[config.mk]
export PLATFORM = sky130hd
export DESIGN_NAME = apc_color
export DESIGN_NICKNAME = d
export VERILOG_FILES = /design/src/hw/rtl/apc_pkg.sv /design/src/hw/rtl/apc_color.sv
export SDC_FILE = /design/constraint.sdc
export NUM_CORES = 2
export LEC_CHECK = 0
export BUFFER_PORTS_ARGS = -buffer_cell sky130_fd_sc_hd__buf_2
export CAP_MARGIN = 20
export CORE_MARGIN = 2
export CORE_UTILIZATION = 65
export CTS_CLUSTER_DIAMETER = 40
export DETAILED_ROUTE_END_ITERATION = 8
export PLACE_DENSITY = 0.86
export SYNTH_ARGS = -nofsm -noshare
export SYNTH_HDL_FRONTEND = slang
export SYNTH_SLANG_ARGS = --single-unit
[constraint.sdc]
create_clock -name clk -period 13 [get_ports clk]
set_input_delay 1.3 -clock clk [delete_from_list [all_inputs] [get_ports clk]]
set_output_delay 1.3 -clock clk [all_outputs]
set_load 0.05 [all_outputs]
[src/hw/rtl/apc_pkg.sv]
// apc_pkg: shared types, constants and the palette rom for the angle palette colorizer
// depends on nothing; every other file of the block imports it
package apc_pkg;

  // cordic sizing
  localparam int CORDIC_STEPS = 18;
  localparam int CORDIC_N     = (CORDIC_STEPS > 32) ? 32 : CORDIC_STEPS;
  // 32-bit point scaled by 2^24, plus headroom for cordic gain and a negation
  localparam int PRESCALE     = 24;
  localparam int CORDIC_W     = 60;

  // palette
  localparam int PAL_SIZE              = 17;
  localparam logic [4:0]  PAL_LAST     = 5'(PAL_SIZE - 1);
  localparam logic [31:0] HALF_TURN    = 32'h8000_0000;

  // arctangent of 2^-i in units of 2^-32 turn
  localparam logic [31:0] ATAN_TURNS [32] = '{
    32'd536870912, 32'd316933406, 32'd167458907, 32'd85004756,
    32'd42667331,  32'd21354465,  32'd10679838,  32'd5340245,
    32'd2670163,   32'd1335087,   32'd667544,    32'd333772,
    32'd166886,    32'd83443,     32'd41722,     32'd20861,
    32'd10430,     32'd5215,      32'd2608,      32'd1304,
    32'd652,       32'd326,       32'd163,       32'd81,
    32'd41,        32'd20,        32'd10,        32'd5,
    32'd3,         32'd1,         32'd1,         32'd0
  };

  // input and result items
  typedef struct packed {
    logic [9:0]         row;
    logic [9:0]         col;
    logic signed [31:0] orbit_x;
    logic signed [31:0] orbit_y;
  } apc_in_t;

  typedef struct packed {
    logic [9:0]  out_row;
    logic [9:0]  out_col;
    logic [15:0] red;
    logic [15:0] green;
    logic [15:0] blue;
  } apc_out_t;

  // state carried through the cordic stages
  typedef struct packed {
    logic [9:0]                 row;
    logic [9:0]                 col;
    logic                       zero;
    logic signed [CORDIC_W-1:0] re;
    logic signed [CORDIC_W-1:0] im;
    logic [31:0]                acc;
  } apc_cd_t;

  // colour triple: [2] red, [1] green, [0] blue
  typedef logic [2:0][15:0] apc_rgb_t;

  // palette rom, q0.16 components
  function automatic apc_rgb_t pal_rom(input logic [4:0] idx);
    apc_rgb_t e;
    case (idx)
      5'd0:    e = {16'd0,     16'd0,     16'd0};
      5'd1:    e = {16'd13107, 16'd13107, 16'd6554};
      5'd2:    e = {16'd6554,  16'd0,     16'd6554};
      5'd3:    e = {16'd0,     16'd0,     16'd13107};
      5'd4:    e = {16'd0,     16'd0,     16'd19661};
      5'd5:    e = {16'd0,     16'd0,     16'd26214};
      5'd6:    e = {16'd0,     16'd13107, 16'd32768};
      5'd7:    e = {16'd6554,  16'd19661, 16'd45875};
      5'd8:    e = {16'd13107, 16'd32768, 16'd52428};
      5'd9:    e = {16'd32768, 16'd45875, 16'd58982};
      5'd10:   e = {16'd52428, 16'd58982, 16'd65535};
      5'd11:   e = {16'd58982, 16'd58982, 16'd45875};
      5'd12:   e = {16'd65535, 16'd52428, 16'd26214};
      5'd13:   e = {16'd65535, 16'd45875, 16'd0};
      5'd14:   e = {16'd52428, 16'd32768, 16'd0};
      5'd15:   e = {16'd39321, 16'd19661, 16'd0};
      5'd16:   e = {16'd26214, 16'd13107, 16'd0};
      default: e = '0;
    endcase
    return e;
  endfunction

endpackage

[src/hw/rtl/apc_color.sv]
// apc_color: phase to palette position, rom lookup and linear blend, three stages
// depends on apc_pkg
module apc_color (
  input  logic              clk,
  input  logic              rst_n,
  input  logic              in_valid,
  output logic              in_ready,
  input  apc_pkg::apc_cd_t  in_data,
  output logic              out_valid,
  input  logic              out_ready,
  output apc_pkg::apc_out_t out_data
);
  import apc_pkg::*;

  typedef struct packed {
    logic [9:0]  row;
    logic [9:0]  col;
    logic [4:0]  ent;
    logic [15:0] frac;
  } pos_t;

  typedef struct packed {
    logic [9:0]       row;
    logic [9:0]       col;
    apc_rgb_t         base;
    logic [2:0][33:0] prod;
  } mix_t;

  logic     pos_v_r;
  pos_t     pos_r;
  pos_t     pos_nxt;
  logic     mix_v_r;
  mix_t     mix_r;
  mix_t     mix_nxt;
  logic     res_v_r;
  apc_out_t res_r;
  apc_out_t res_nxt;
  logic     pos_rdy;
  logic     mix_rdy;
  logic     res_rdy;

  logic [31:0]        phase;
  logic [31:0]        u;
  logic [36:0]        scaled;
  logic [4:0]         ent2;
  apc_rgb_t           c1;
  apc_rgb_t           c2;
  logic signed [16:0] diff;
  logic signed [33:0] prd;
  logic [33:0]        rnd;
  logic [17:0]        sum;

  // ready chain
  assign res_rdy  = !res_v_r || out_ready;
  assign mix_rdy  = !mix_v_r || res_rdy;
  assign pos_rdy  = !pos_v_r || mix_rdy;
  assign in_ready = pos_rdy;

  // palette position: (phase + half turn) * 17 in 5.16
  always_comb begin
    phase  = in_data.zero ? '0 : in_data.acc;
    u      = phase + HALF_TURN;
    scaled = 37'(u) * 37'(PAL_SIZE);
    pos_nxt.row  = in_data.row;
    pos_nxt.col  = in_data.col;
    pos_nxt.ent  = scaled[36:32];
    pos_nxt.frac = scaled[31:16];
  end

  // rom lookup, difference times fraction per channel
  always_comb begin
    ent2 = (pos_r.ent == PAL_LAST) ? '0 : pos_r.ent + 5'd1;
    c1   = pal_rom(pos_r.ent);
    c2   = pal_rom(ent2);
    mix_nxt.row  = pos_r.row;
    mix_nxt.col  = pos_r.col;
    mix_nxt.base = c1;
    mix_nxt.prod = '0;
    diff = '0;
    prd  = '0;
    for (int c = 0; c < 3; c++) begin
      diff = signed'({1'b0, c2[c]}) - signed'({1'b0, c1[c]});
      prd  = 34'(diff) * signed'(34'({1'b0, pos_r.frac}));
      mix_nxt.prod[c] = prd;
    end
  end

  // round and add the base entry
  always_comb begin
    res_nxt.out_row = mix_r.row;
    res_nxt.out_col = mix_r.col;
    res_nxt.red     = '0;
    res_nxt.green   = '0;
    res_nxt.blue    = '0;
    rnd = '0;
    sum = '0;
    for (int c = 0; c < 3; c++) begin
      rnd = mix_r.prod[c] + 34'd32768;
      sum = {2'b00, mix_r.base[c]} + rnd[33:16];
      case (c)
        2:       res_nxt.red   = sum[15:0];
        1:       res_nxt.green = sum[15:0];
        default: res_nxt.blue  = sum[15:0];
      endcase
    end
  end

  // valid bits
  always_ff @(posedge clk) begin
    if (!rst_n) begin
      pos_v_r <= 1'b0;
      mix_v_r <= 1'b0;
      res_v_r <= 1'b0;
    end else begin
      if (pos_rdy) begin
        pos_v_r <= in_valid;
      end
      if (mix_rdy) begin
        mix_v_r <= pos_v_r;
      end
      if (res_rdy) begin
        res_v_r <= mix_v_r;
      end
    end
  end

  // payload
  always_ff @(posedge clk) begin
    if (pos_rdy) begin
      pos_r <= pos_nxt;
    end
    if (mix_rdy) begin
      mix_r <= mix_nxt;
    end
    if (res_rdy) begin
      res_r <= res_nxt;
    end
  end

  assign out_valid = res_v_r;
  assign out_data  = res_r;

endmodule

==> metrics <==
most common cell after layout, fill and taps aside=inv_1; period utilization=90.0%; initial antenna violation count=1; number of port buffers=126; Overall Global Routing Usage=29.4%; most frequent cells in the layout=inv_1 (1097), fa_1 (789), nand2_1 (451); GPL Wtd Cong=between 0.9 and 1; Iter 0 DRT Violations=about 2200; mapped cell area=0.0416 mm^2; syn_area_per_cell=9.62 um^2; clk_lat worst skew=0.57 ns; Rows=between 90 and 100; Routed Antenna Nets=0; WL/cell=17.8 um; Net Count, Synth=5670; CP required=13.31 ns; overall routed net length=between 90 and 100 mm; reg-to-reg startpoint=pos_r[16]; Final min period=11.70 ns; GR Overflow Total=0; final setup TNS=0 ns; Starting Density=65.8%; max-cap violations=0; top_reg_cell synth=edfxtp_1; cells on worst reg2reg path=43; Worst Clk Skew=between 0.02 and 0.025 ns; Yosys cell types=78; DRC Markers=0; crit path max fanout=32; IO Pins=around 250; CP most frequent cell=inv_1; Pre-antenna DRT Iters=8; via count=29200; Post-DP HPWL=70.5 mm; Chip Height=257 um; Core Area=0.0632 mm^2; ys async rst share=0%; Worst path max stage delay=0.79 ns; Worst Setup End Kind=flip-flop; synthesis warning total=0; layout cells sized above 1=6.20%; CTS Hold Buffers Added=0; final antenna diode count=0; CTS sink count=223; vias per std cell=5.54; CTS H-tree lvls=2; RSZ-0062 raised after global routing=no; R2R Setup Slk=roughly 1.3 ns; vias in the first global route=32100; clock transition at the registers of the reported paths=~0.06 ns; first-pass GRT wire length=155 mm; Slew @ Worst Pin=1.04 ns; status=finished clean; number of flops mapped to enable cells by yosys=200; clk buf depth=3; nets=5732; number of fill cells in the layout=4369; Clk Tree Root Cell=clkbuf_16; postcts setup bufs=0; multi-input logic area=between 0.03 and 0.04 mm^2; Die X=257 um; CP max-delay cell=a21oi_1; Crit. Startpoint=pos_r[16]; Startpoint Class=flip-flop; Slew headroom=30.5%; Seq cells post-synth=223; WS Path Type=flip-flop to flip-flop; fmax=between 80 and 90 MHz; fin. max-slew vios=0; Worst R2R End=mix_r[96]; total die area=0.0660 mm^2; Seq. cell area=0.00647 mm^2; hold crit path type=flip-flop to flip-flop; crit path to=mix_r[96]; critical path arrival=roughly 12 ns; cts bufs inserted=37; CTS tree=built; Post-Synthesis Cells=roughly 4300; Final setup violation count=0; Seq/Total Area, Yosys=15.5%; Synth-to-Final Area Change=6.90%; largest net degree at the start of global routing=slightly below 70; final hold vios=0; Resized cells post-CTS=0
[state kept, by name (all words and copies together), names as in the netlist]
name / flops
c1: 20
mix_nxt: 20
mix_r: 91
mix_v_r: 1
out_data: 68
out_valid: 1
pos_r: 21
pos_v_r: 1
[final cells by class]
cell class	instances	area share, %
multi-input combinational	2853	68.6
sequential	223	14.5
inverter	1100	9.29
tap	846	2.38
timing repair buffer	173	2.21
clock buffer	41	2.16
clock inverter	26	0.844
[cell usage after synthesis, types with 28 or more instances]
library cell     n  area share, %
nor3_1          31           0.37
a21o_1          51           0.92
edfxtp_1       200             14
nand3_1         48           0.58
clkbuf_1       143            1.3
ha_1           378             11
nor2_1         117            1.1
o21ai_0         41           0.49
nor2b_1        103            1.5
xor2_1          69            1.5
and2_1         268            4.0
a21oi_1        111            1.3
nand2_1        452            4.1
nand2b_1        35           0.53
inv_1         1098            9.9
o21bai_1        28           0.51
xnor2_1        159            3.3
fa_1           789             38
[worst min-delay path by stage]
| stage | start | endpoint | slack (ns) | depth (start not counted) |
|---|---|---|---|---|
| finish | mix_nxt[157] | mix_r[157] | 0.41 | 0 |
| global route | mix_nxt[150] | mix_r[150] | 0.42 | 0 |
| CTS | mix_nxt[157] | mix_r[157] | 0.41 | 0 |
| detailed placement | mix_nxt[168] | mix_r[168] | 0.40 | 0 |
| global placement | mix_nxt[165] | mix_r[165] | 0.40 | 0 |
| floorplan | mix_nxt[150] | mix_r[150] | 0.40 | 0 |
[cell families (layout without fill, tap and decap cells)]
logic type	after synthesis	in the layout	synth area share [%]
AOI/OAI and AO/OA	329	329	5.22
buffers and inverters	1250	1340	11.3
adders and majority gates	1177	1177	49.6
muxes	12	12	0.334
xor gates and xnor gates	228	228	4.80
DFF	223	223	15.5
and+or+nand+nor	1107	1107	13.2
[stage by stage]
stage	utilization (%)	area (um^2)	hold WS (ns)	std cells	worst slack, ns
floorplan	-	41600	0.400	4326	3.19
global placement	68.2	43100	0.400	5192	2.07
detailed placement	68.2	43100	0.405	5192	1.63
CTS	70.3	44400	0.412	5259	1.42
global route	70.4	44500	0.418	5262	0.832
finish	70.4	44500	0.413	5262	1.30
[worst max-delay path, delay by kind of cell, from the launching register on]
| family | cells | cell delay (ns) |
|---|---|---|
| compound gates | 18 | 4.77 |
| xor+xnor | 1 | 0.15 |
| fa+ha+maj | 9 | 3.70 |
| buf+inv | 9 | 0.90 |
| flops | 1 | 0.53 |
| simple gates | 6 | 1.34 |
[layer usage]
metal	GRT usage, %	up-vias	part of all wire (%)
li1	-	13100	-
met1	34.7	14600	36
met2	52.7	1139	52
met3	4.52	295	6.7
met4	13.7	0	4.6
met5	0	-	0
Power is not shown: default switching activity piles up to over one toggle a cycle in this logic, so the estimate is an artifact.
