## config.mk

```make
export PLATFORM = sky130hd
export DESIGN_NAME = apc_pre
export DESIGN_NICKNAME = d
export VERILOG_FILES = /design/src/hw/rtl/apc_pkg.sv /design/src/hw/rtl/apc_pre.sv
export SDC_FILE = /design/constraint.sdc
export NUM_CORES = 1
export LEC_CHECK = 0
export BUFFER_PORTS_ARGS = -buffer_cell sky130_fd_sc_hd__buf_2
export CAP_MARGIN = 20
export CORE_ASPECT_RATIO = 1.2
export CORE_MARGIN = 2
export CORE_UTILIZATION = 41
export CTS_CLUSTER_DIAMETER = 100
export DETAILED_ROUTE_END_ITERATION = 7
export GPL_ROUTABILITY_DRIVEN = 0
export PLACE_DENSITY = 0.83
export SLEW_MARGIN = 30
export SYNTH_ARGS = -nofsm -noshare
export SYNTH_HDL_FRONTEND = slang
export SYNTH_SLANG_ARGS = --single-unit
```

## constraint.sdc

```tcl
create_clock -name clk -period 3.2 [get_ports clk]
set_input_delay 0.32 -clock clk [delete_from_list [all_inputs] [get_ports clk]]
set_output_delay 0.32 -clock clk [all_outputs]
set_load 0.01 [all_outputs]
```

## src/hw/rtl/apc_pkg.sv

```systemverilog
// apc_pkg: shared types, constants and the palette rom for the angle palette colorizer
// depends on nothing; every other file of the block imports it
package apc_pkg;

  // cordic sizing
  localparam int CORDIC_STEPS = 18;
  localparam int CORDIC_N     = (CORDIC_STEPS > 32) ? 32 : CORDIC_STEPS;
  // 32-bit point scaled by 2^24, plus headroom for cordic gain and a negation
  localparam int PRESCALE     = 24;
  localparam int CORDIC_W     = 60;

  // palette
  localparam int PAL_SIZE              = 17;
  localparam logic [4:0]  PAL_LAST     = 5'(PAL_SIZE - 1);
  localparam logic [31:0] HALF_TURN    = 32'h8000_0000;

  // arctangent of 2^-i in units of 2^-32 turn
  localparam logic [31:0] ATAN_TURNS [32] = '{
    32'd536870912, 32'd316933406, 32'd167458907, 32'd85004756,
    32'd42667331,  32'd21354465,  32'd10679838,  32'd5340245,
    32'd2670163,   32'd1335087,   32'd667544,    32'd333772,
    32'd166886,    32'd83443,     32'd41722,     32'd20861,
    32'd10430,     32'd5215,      32'd2608,      32'd1304,
    32'd652,       32'd326,       32'd163,       32'd81,
    32'd41,        32'd20,        32'd10,        32'd5,
    32'd3,         32'd1,         32'd1,         32'd0
  };

  // input and result items
  typedef struct packed {
    logic [9:0]         row;
    logic [9:0]         col;
    logic signed [31:0] orbit_x;
    logic signed [31:0] orbit_y;
  } apc_in_t;

  typedef struct packed {
    logic [9:0]  out_row;
    logic [9:0]  out_col;
    logic [15:0] red;
    logic [15:0] green;
    logic [15:0] blue;
  } apc_out_t;

  // state carried through the cordic stages
  typedef struct packed {
    logic [9:0]                 row;
    logic [9:0]                 col;
    logic                       zero;
    logic signed [CORDIC_W-1:0] re;
    logic signed [CORDIC_W-1:0] im;
    logic [31:0]                acc;
  } apc_cd_t;

  // colour triple: [2] red, [1] green, [0] blue
  typedef logic [2:0][15:0] apc_rgb_t;

  // palette rom, q0.16 components
  function automatic apc_rgb_t pal_rom(input logic [4:0] idx);
    apc_rgb_t e;
    case (idx)
      5'd0:    e = {16'd0,     16'd0,     16'd0};
      5'd1:    e = {16'd13107, 16'd13107, 16'd6554};
      5'd2:    e = {16'd6554,  16'd0,     16'd6554};
      5'd3:    e = {16'd0,     16'd0,     16'd13107};
      5'd4:    e = {16'd0,     16'd0,     16'd19661};
      5'd5:    e = {16'd0,     16'd0,     16'd26214};
      5'd6:    e = {16'd0,     16'd13107, 16'd32768};
      5'd7:    e = {16'd6554,  16'd19661, 16'd45875};
      5'd8:    e = {16'd13107, 16'd32768, 16'd52428};
      5'd9:    e = {16'd32768, 16'd45875, 16'd58982};
      5'd10:   e = {16'd52428, 16'd58982, 16'd65535};
      5'd11:   e = {16'd58982, 16'd58982, 16'd45875};
      5'd12:   e = {16'd65535, 16'd52428, 16'd26214};
      5'd13:   e = {16'd65535, 16'd45875, 16'd0};
      5'd14:   e = {16'd52428, 16'd32768, 16'd0};
      5'd15:   e = {16'd39321, 16'd19661, 16'd0};
      5'd16:   e = {16'd26214, 16'd13107, 16'd0};
      default: e = '0;
    endcase
    return e;
  endfunction

endpackage

```

## src/hw/rtl/apc_pre.sv

```systemverilog
// apc_pre: input register stage, scales the orbit point and folds the left half-plane
// depends on apc_pkg
module apc_pre (
  input  logic             clk,
  input  logic             rst_n,
  input  logic             in_valid,
  output logic             in_ready,
  input  apc_pkg::apc_in_t in_data,
  output logic             out_valid,
  input  logic             out_ready,
  output apc_pkg::apc_cd_t out_data
);
  import apc_pkg::*;

  logic                       vld_r;
  apc_cd_t                    st_r;
  apc_cd_t                    st_nxt;
  logic signed [CORDIC_W-1:0] re_s;
  logic signed [CORDIC_W-1:0] im_s;
  logic                       neg;

  // stage takes an item when empty or when its content moves on
  assign in_ready = !vld_r || out_ready;

  // scale the point, real part is y and imaginary part is x
  always_comb begin
    re_s = CORDIC_W'(in_data.orbit_y) <<< PRESCALE;
    im_s = CORDIC_W'(in_data.orbit_x) <<< PRESCALE;
    neg  = in_data.orbit_y[31];
    st_nxt.row  = in_data.row;
    st_nxt.col  = in_data.col;
    st_nxt.zero = (in_data.orbit_x == '0) && (in_data.orbit_y == '0);
    st_nxt.re   = neg ? -re_s : re_s;
    st_nxt.im   = neg ? -im_s : im_s;
    st_nxt.acc  = neg ? HALF_TURN : '0;
  end

  // valid bit
  always_ff @(posedge clk) begin
    if (!rst_n) begin
      vld_r <= 1'b0;
    end else if (in_ready) begin
      vld_r <= in_valid;
    end
  end

  // payload
  always_ff @(posedge clk) begin
    if (in_ready) begin
      st_r <= st_nxt;
    end
  end

  assign out_valid = vld_r;
  assign out_data  = st_r;

endmodule

```

==> run_results.csv, run 1 <==
group,metric,value,unit
status,status,"complete, no violations",
pwr,cell_internal_pwr,0.00223,W
hold_path,hp-start,"in_data[83]",
final_layout,ff_latch_area,2840,um2
floorplanning,floorplan.die.width,104,um
routing,detailroute.via_count,3614,
final_layout,area_delta_synth_final,21.9,%
pwr,power.share.sequential,51.3,%
final_layout,nNetsFinal,667,
worst_setup_path,critPathLaunchType,"input pin",
cts,clock_sink_count,95,
yosys,yosys_register_bits,95,
floorplanning,die_area,12900,um2
routing,first_drt_iteration_drcs,184,
worst_setup_path,timing.critical_path.required,3.27,ns
routing,viasPerCell,4.89,
routing,route.detailed.drc,0,
pwr,switchingPower,0.000779,W
routing,routed_wire_length_per_instance,15.8,um
worst_setup_path,worst-r2r-setup-slack,1.61,ns
routing,first_pass_iteration_count_of_the_detailed_router,5,
placement,hpwlAfterDp,8.68,mm
global_route,number_of_global_route_vias_before_repair,3380,
worst_setup_path,worst_ep_arrival_time,2.15,ns
cts,total_clock_buffers_created_by_cts,9,
pwr,share_comb_of_total_power,16.2,%
yosys,synth_top_cell_by_area,"sky130_fd_sc_hd__edfxtp_1",
global_route,grt_pass1_wl,17.0,mm
pwr,power.leakage,2.48,nW
placement,buffer_ports.inserted,183,
floorplanning,core_area,11600,um2
final_layout,antennaDiodeCount,0,
yosys,synth_async_sr_flop_share,0,%
timing,min_period_over_period,64.9,%
routing,detail-route-antenna-nets,0,
timing,rsz_0062_raised_after_global_routing,"false",
hold_path,worst_hold_path.endpoint,"out_data[172]$_DFFE_PP_",
pwr,clkPwrFrac,32.5,%
worst_setup_path,worstSetupPathType,"input pin to register",
floorplanning,die_h,124,um
pwr,power.density_cell_area,502,nW/um2
cts,root_buffer,"sky130_fd_sc_hd__clkbuf_16",
cts,cts_max_level,3,
cts,cts_tree,"yes",
timing,setup-tns-final,0,ns
timing,worst_clock_skew,0.00616,ns
pwr,netSwitchingFraction,25.8,%
floorplanning,floorplan.io_pins,263,
yosys,synthesis.instances,387,
hold_path,min-delay-path-class,"input pin to register",
cts,cts_post_setup_buffers_inserted,0,
floorplanning,initial_core_util,42.4,%
cts,cts.path.max_buffers,2,
global_route,track_usage,17.1,%
yosys,yosys_warnings,0,
timing,worst_pin_slew,0.925,ns
cts,ctsHoldBuffers,0,
timing,clock.fmax,482,MHz
worst_setup_path,crit_path_end_kind,"register",
final_layout,combined_area_of_the_multi_input_logic_cells,1720,um2
yosys,post_synthesis_instance_area,4930,um2
yosys,synthMostInstantiatedCell,"sky130_fd_sc_hd__edfxtp_1",
timing,number_of_endpoints_failing_setup_at_the_final_stage,0,
routing,wirelength,11.6,mm
global_route,grt_start_max_net_pins,57,
pwr,worst_case_vdd_ir_drop,0.262,mV
yosys,synth_top_cells_by_area,"sky130_fd_sc_hd__edfxtp_1, sky130_fd_sc_hd__buf_4, sky130_fd_sc_hd__xnor2_1, sky130_fd_sc_hd__o31ai_1, sky130_fd_sc_hd__o41ai_1",
timing,slew_headroom,38.3,%
global_route,antenna_found_initial,0,
worst_setup_path,worstReg2RegEnd,"out_data[75]$_DFFE_PP_",
yosys,synthTopCellsByCount,"sky130_fd_sc_hd__edfxtp_1, sky130_fd_sc_hd__buf_4, sky130_fd_sc_hd__xnor2_1, sky130_fd_sc_hd__o31ai_1, sky130_fd_sc_hd__o21ai_0",
yosys,ys_seq_area_share,57.7,%
global_route,global_route.overflow_total,0,
timing,finalMaxSlewViolations,0,
run,max-cap-violations,0,
floorplanning,placementRows,43,
worst_setup_path,worstReg2RegStart,"out_valid$_SDFFE_PN0P_",
timing,final_hold_viol_count,0,
cts,cts_repair_resize_count,0,
yosys,yosysUniqueCellTypes,32,
yosys,synth-main-ff-cell,"sky130_fd_sc_hd__edfxtp_1",
worst_setup_path,crit_fanout,12,
final_layout,fill_cells,993,
worst_setup_path,worst-r2r-cell-count,2,
yosys,synth_edf_count,94,
yosys,yosys.area.top_type_share,57.3,%
cts,cts.clk_slew.worst_paths,0.06,ns
yosys,avgSynthCellArea,12.7,um2
cts,clk-insertion-delay-late,0.34,ns
final_layout,post-route-util,51.7,%
final_layout,drive_gt1_share,37.1,%
hold_path,hold_path_depth,1,
timing,layout_min_cycle_time,2.08,ns
-- worst max path at each step --
| stage | start | endpoint | slack, ns |
|---|---|---|---|
| 6_report | in_data[11] | out_data[138]$_DFFE_PP_ | 1.12 |
| 4_1_cts | in_data[44] | out_data[91]$_DFFE_PP_ | 1.13 |
| 5_1_grt | in_data[11] | out_data[138]$_DFFE_PP_ | 0.85 |
| 3_3_place_gp | in_data[48] | out_data[88]$_DFFE_PP_ | 0.84 |
| 2_1_floorplan | out_ready | out_valid$_SDFFE_PN0P_ | 1.19 |
| 3_5_place_dp | in_data[44] | out_data[91]$_DFFE_PP_ | 0.77 |
-- area by class of cell --
class                   count  area share [%]
well taps                 157            3.27
inverters                   7           0.438
clock buffers              11            3.87
multi-input cells         278            28.7
repair buffers            186            15.8
clock inverters             5           0.542
flip-flops and latches     95            47.3
-- cells by family after synthesis --
group	Yosys count	synth area share [%]
buf+inv	96	13.7
xor+xnor	59	10.5
other cells	1	0.0761
compound gates	57	8.31
flops	95	57.7
fa+ha+maj	2	0.508
simple gates	77	9.22
-- metrics by stage --
stage	setup WS, ns	std cells	area [um2]	hold slack [ns]	power, W
final	1.12	739	6010	0.157	0.00301
after global routing	0.851	739	6010	0.135	0.00313
after CTS	1.13	739	6010	0.142	0.00304
after detailed placement	0.771	723	5740	0.498	0.00206
after global placement	0.843	723	5740	0.496	0.00204
after floorplan	1.19	469	5240	0.419	0.00189
-- per-layer routing --
layer | share of wire [%] | vias up | wire, um | track usage, %
li1 | - | 1644 | - | -
met1 | 37 | 1703 | 4280 | 18.6
met2 | 51 | 250 | 5910 | 30.7
met3 | 10 | 17 | 1190 | 4.97
met4 | 2.2 | 0 | 260 | 8.36
met5 | 0 | - | 0 | 0
-- sequential cells by signal, summed over array words and instances, names as in the netlist --
signal     cells
out_data      94
out_valid      1
-- worst max-delay path: stages --
cell,delay (ns)
sky130_fd_sc_hd__buf_2,0.12
sky130_fd_sc_hd__nor4_2,0.43
sky130_fd_sc_hd__nand4_1,0.53
sky130_fd_sc_hd__o41ai_1,0.61
sky130_fd_sc_hd__xnor2_1,0.13
-- placed cells by master, fill, tap and decap left out, drive strengths merged --
cell type  instances
conb              83
inv                9
or3                8
edfxtp            94
nand3              4
dfxtp              1
xnor2             59
nand4              6
o41ai             17
nor2b              1
clkinv             3
o21ai             19
nand2b             7
a21boi             1
nand2             17
or2                6
nor2               5
nor4              10
nor3               7
ha                 2
nand3b             2
o31ai             20
buf              186
or4                4
clkbuf            11
-- power groups by stage --
stage                     Combinational (W)  Clock, W  Sequential [W]
final                              0.000489  0.000978         0.00155
after floorplan                    0.000250         0         0.00164
after global placement             0.000472         0         0.00157
after global routing               0.000529   0.00104         0.00156
after detailed placement           0.000487         0         0.00157
after CTS                          0.000489   0.00100         0.00155
Note: power is estimated with default switching activity, not from simulation.
==> inputs of run 2 (changes only) <==
- CORE_UTILIZATION: 41 -> 46
- PLACE_DENSITY: 0.83 -> 0.88
- clock period: 3.2 -> 2 ns (I/O delays scaled with it)
==> run 2 against run 1 <==
Combinational power grew 64%. Utilization grew 7.0 points. Highest routed layer unchanged. Clock skew grew 0.00072 ns. Sequential power grew 60%. Setup slack lost 0.84 ns. Sequential share of layout area shrank 1.0 points.
==> run_results.csv, run 2 (synthesis results as in run 1) <==
group,metric,value,unit
cts,clk-insertion-delay-late,0.34,ns
final_layout,antennaDiodeCount,0,
cts,cts_max_level,3,
timing,slew_headroom,63.6,%
placement,hpwlAfterDp,9.05,mm
worst_setup_path,cpPeakStageDelay,0.52,ns
floorplanning,die_h,117,um
cts,cts_tree,"yes",
final_layout,post-route-util,58.6,%
global_route,number_of_global_route_vias_before_repair,3352,
worst_setup_path,timing.critical_path.required,2.09,ns
final_layout,fill_cells,827,
worst_setup_path,path_buf_inv,1,
global_route,antenna_found_initial,0,
cts,cts.clk_slew.worst_paths,0.07,ns
worst_setup_path,path_delay_family,"simple AND/OR/NAND/NOR gates",
floorplanning,die_area,11600,um2
status,status,"complete, no violations",
global_route,track_usage,19.5,%
cts,total_clock_buffers_created_by_cts,9,
routing,route.detailed.drc,0,
final_layout,commonest_cells_after_routing_fill_and_taps_aside,"sky130_fd_sc_hd__buf_2, sky130_fd_sc_hd__edfxtp_1, sky130_fd_sc_hd__conb_1",
global_route,grt_start_max_net_pins,62,
pwr,power.density_cell_area,811,nW/um2
worst_setup_path,worst_path_max_delay_cell,"sky130_fd_sc_hd__o41ai_1",
routing,first_drt_iteration_drcs,254,
cts,ctsHoldBuffers,0,
routing,viasPerCell,5.08,
timing,worst_pin_slew,0.542,ns
worst_setup_path,worstSetupPathType,"input pin to register",
floorplanning,initial_core_util,47.1,%
floorplanning,floorplan.die.width,98.5,um
pwr,power.leakage,2.57,nW
final_layout,layout.cells.most_common,"sky130_fd_sc_hd__buf_2",
routing,detailroute.via_count,3677,
worst_setup_path,worstPathCellList,"buf_2, nor4_1, nand4_1, o41ai_1, xnor2_1",
timing,rsz_0062_raised_after_global_routing,"false",
worst_setup_path,crit_fanout,6,
timing,number_of_endpoints_failing_setup_at_the_final_stage,0,
floorplanning,floorplan.io_pins,263,
worst_setup_path,critPathLaunchType,"input pin",
timing,min_period_over_period,85.7,%
placement,buffer_ports.inserted,183,
final_layout,nNetsFinal,680,
hold_path,min-delay-path-class,"input pin to register",
cts,cts.path.max_buffers,2,
global_route,grt_pass1_wl,17.5,mm
floorplanning,placementRows,41,
routing,wirelength,11.8,mm
timing,final_hold_viol_count,0,
run,max-cap-violations,0,
final_layout,largest_register_ffs,94,
cts,cts_post_setup_buffers_inserted,0,
placement,dpl-instance-area,5840,um2
routing,routed_wire_length_per_instance,16.4,um
floorplanning,core_area,10500,um2
worst_setup_path,worst_ep_arrival_time,1.80,ns
global_route,global_route.overflow_total,0,
final_layout,final_design_area_no_fill,6140,um2
final_layout,area_delta_synth_final,24.6,%
cts,cts_repair_resize_count,0,
timing,worst_clock_skew,0.00689,ns
timing,layout_min_cycle_time,1.71,ns
cts,clock_sink_count,95,
timing,finalMaxSlewViolations,0,
routing,first_pass_iteration_count_of_the_detailed_router,5,
cts,root_buffer,"sky130_fd_sc_hd__clkbuf_16",
final_layout,drive_gt1_share,38.7,%
pwr,worst_case_vdd_ir_drop,0.394,mV
timing,clock.fmax,584,MHz
worst_setup_path,crit_path_end_kind,"register",
routing,detail-route-antenna-nets,0,
-- run 2: worst paths after layout --
path	startpoint	end	slack, ns	cells after the start
hold reg to reg	out_valid$_SDFFE_PN0P_	out_valid$_SDFFE_PN0P_	0.90	2
setup reg to reg	out_valid$_SDFFE_PN0P_	out_data[127]$_DFFE_PP_	0.69	2
hold / removal	in_data[65]	out_data[154]$_DFFE_PP_	0.03	1
setup / recovery	in_data[52]	out_data[85]$_DFFE_PP_	0.29	5
-- run 2: through the flow --
| step | power [W] | std cells | hold WS [ns] | worst slack, ns | setup TNS, ns |
|---|---|---|---|---|---|
| floorplan | 0.00303 | 469 | 0.299 | 0.0561 | 0 |
| global placement | 0.00328 | 708 | 0.377 | -0.00357 | -0.00357 |
| detailed placement | 0.00332 | 708 | 0.378 | -0.0685 | -0.258 |
| CTS | 0.00499 | 724 | 0.0265 | 0.273 | 0 |
| global route | 0.00515 | 724 | 0.0193 | 0.118 | 0 |
| finish | 0.00498 | 724 | 0.0314 | 0.286 | 0 |
-- run 2: worst register-to-register path, delay by kind of cell (launching register included) --
family	cells	cell delay (ns)
buffers and inverters	1	0.29
DFF	1	0.33
and+or+nand+nor	1	0.37
-- run 2: area by class of cell --
cell class / instances / area, um2 / share of cell area [%]
Clock buffer: 10 / 229 / 3.73
Inverter: 7 / 26.3 / 0.428
Clock inverter: 6 / 66.3 / 1.08
Sequential cell: 95 / 2840 / 46.3
Tap cell: 129 / 161 / 2.63
Multi-Input combinational cell: 278 / 1720 / 28.1
Timing Repair Buffer: 199 / 1090 / 17.7
-- run 2: layer usage --
layer	up-vias	part of all wire, %	GRT usage, %	routed length [um]
met3	30	10	4.29	1200
met5	-	0	0	0
met2	272	52	34.9	6210
met4	0	3.1	8.48	365
met1	1700	34	22.1	4070
li1	1675	-	-	-
-- run 2: power breakdown --
part	total (W)	switching, W	internal, W
Combinational	0.000800	0.000475	0.000326
Sequential	0.00248	0.0000584	0.00242
Clock	0.00170	0.000723	0.000976
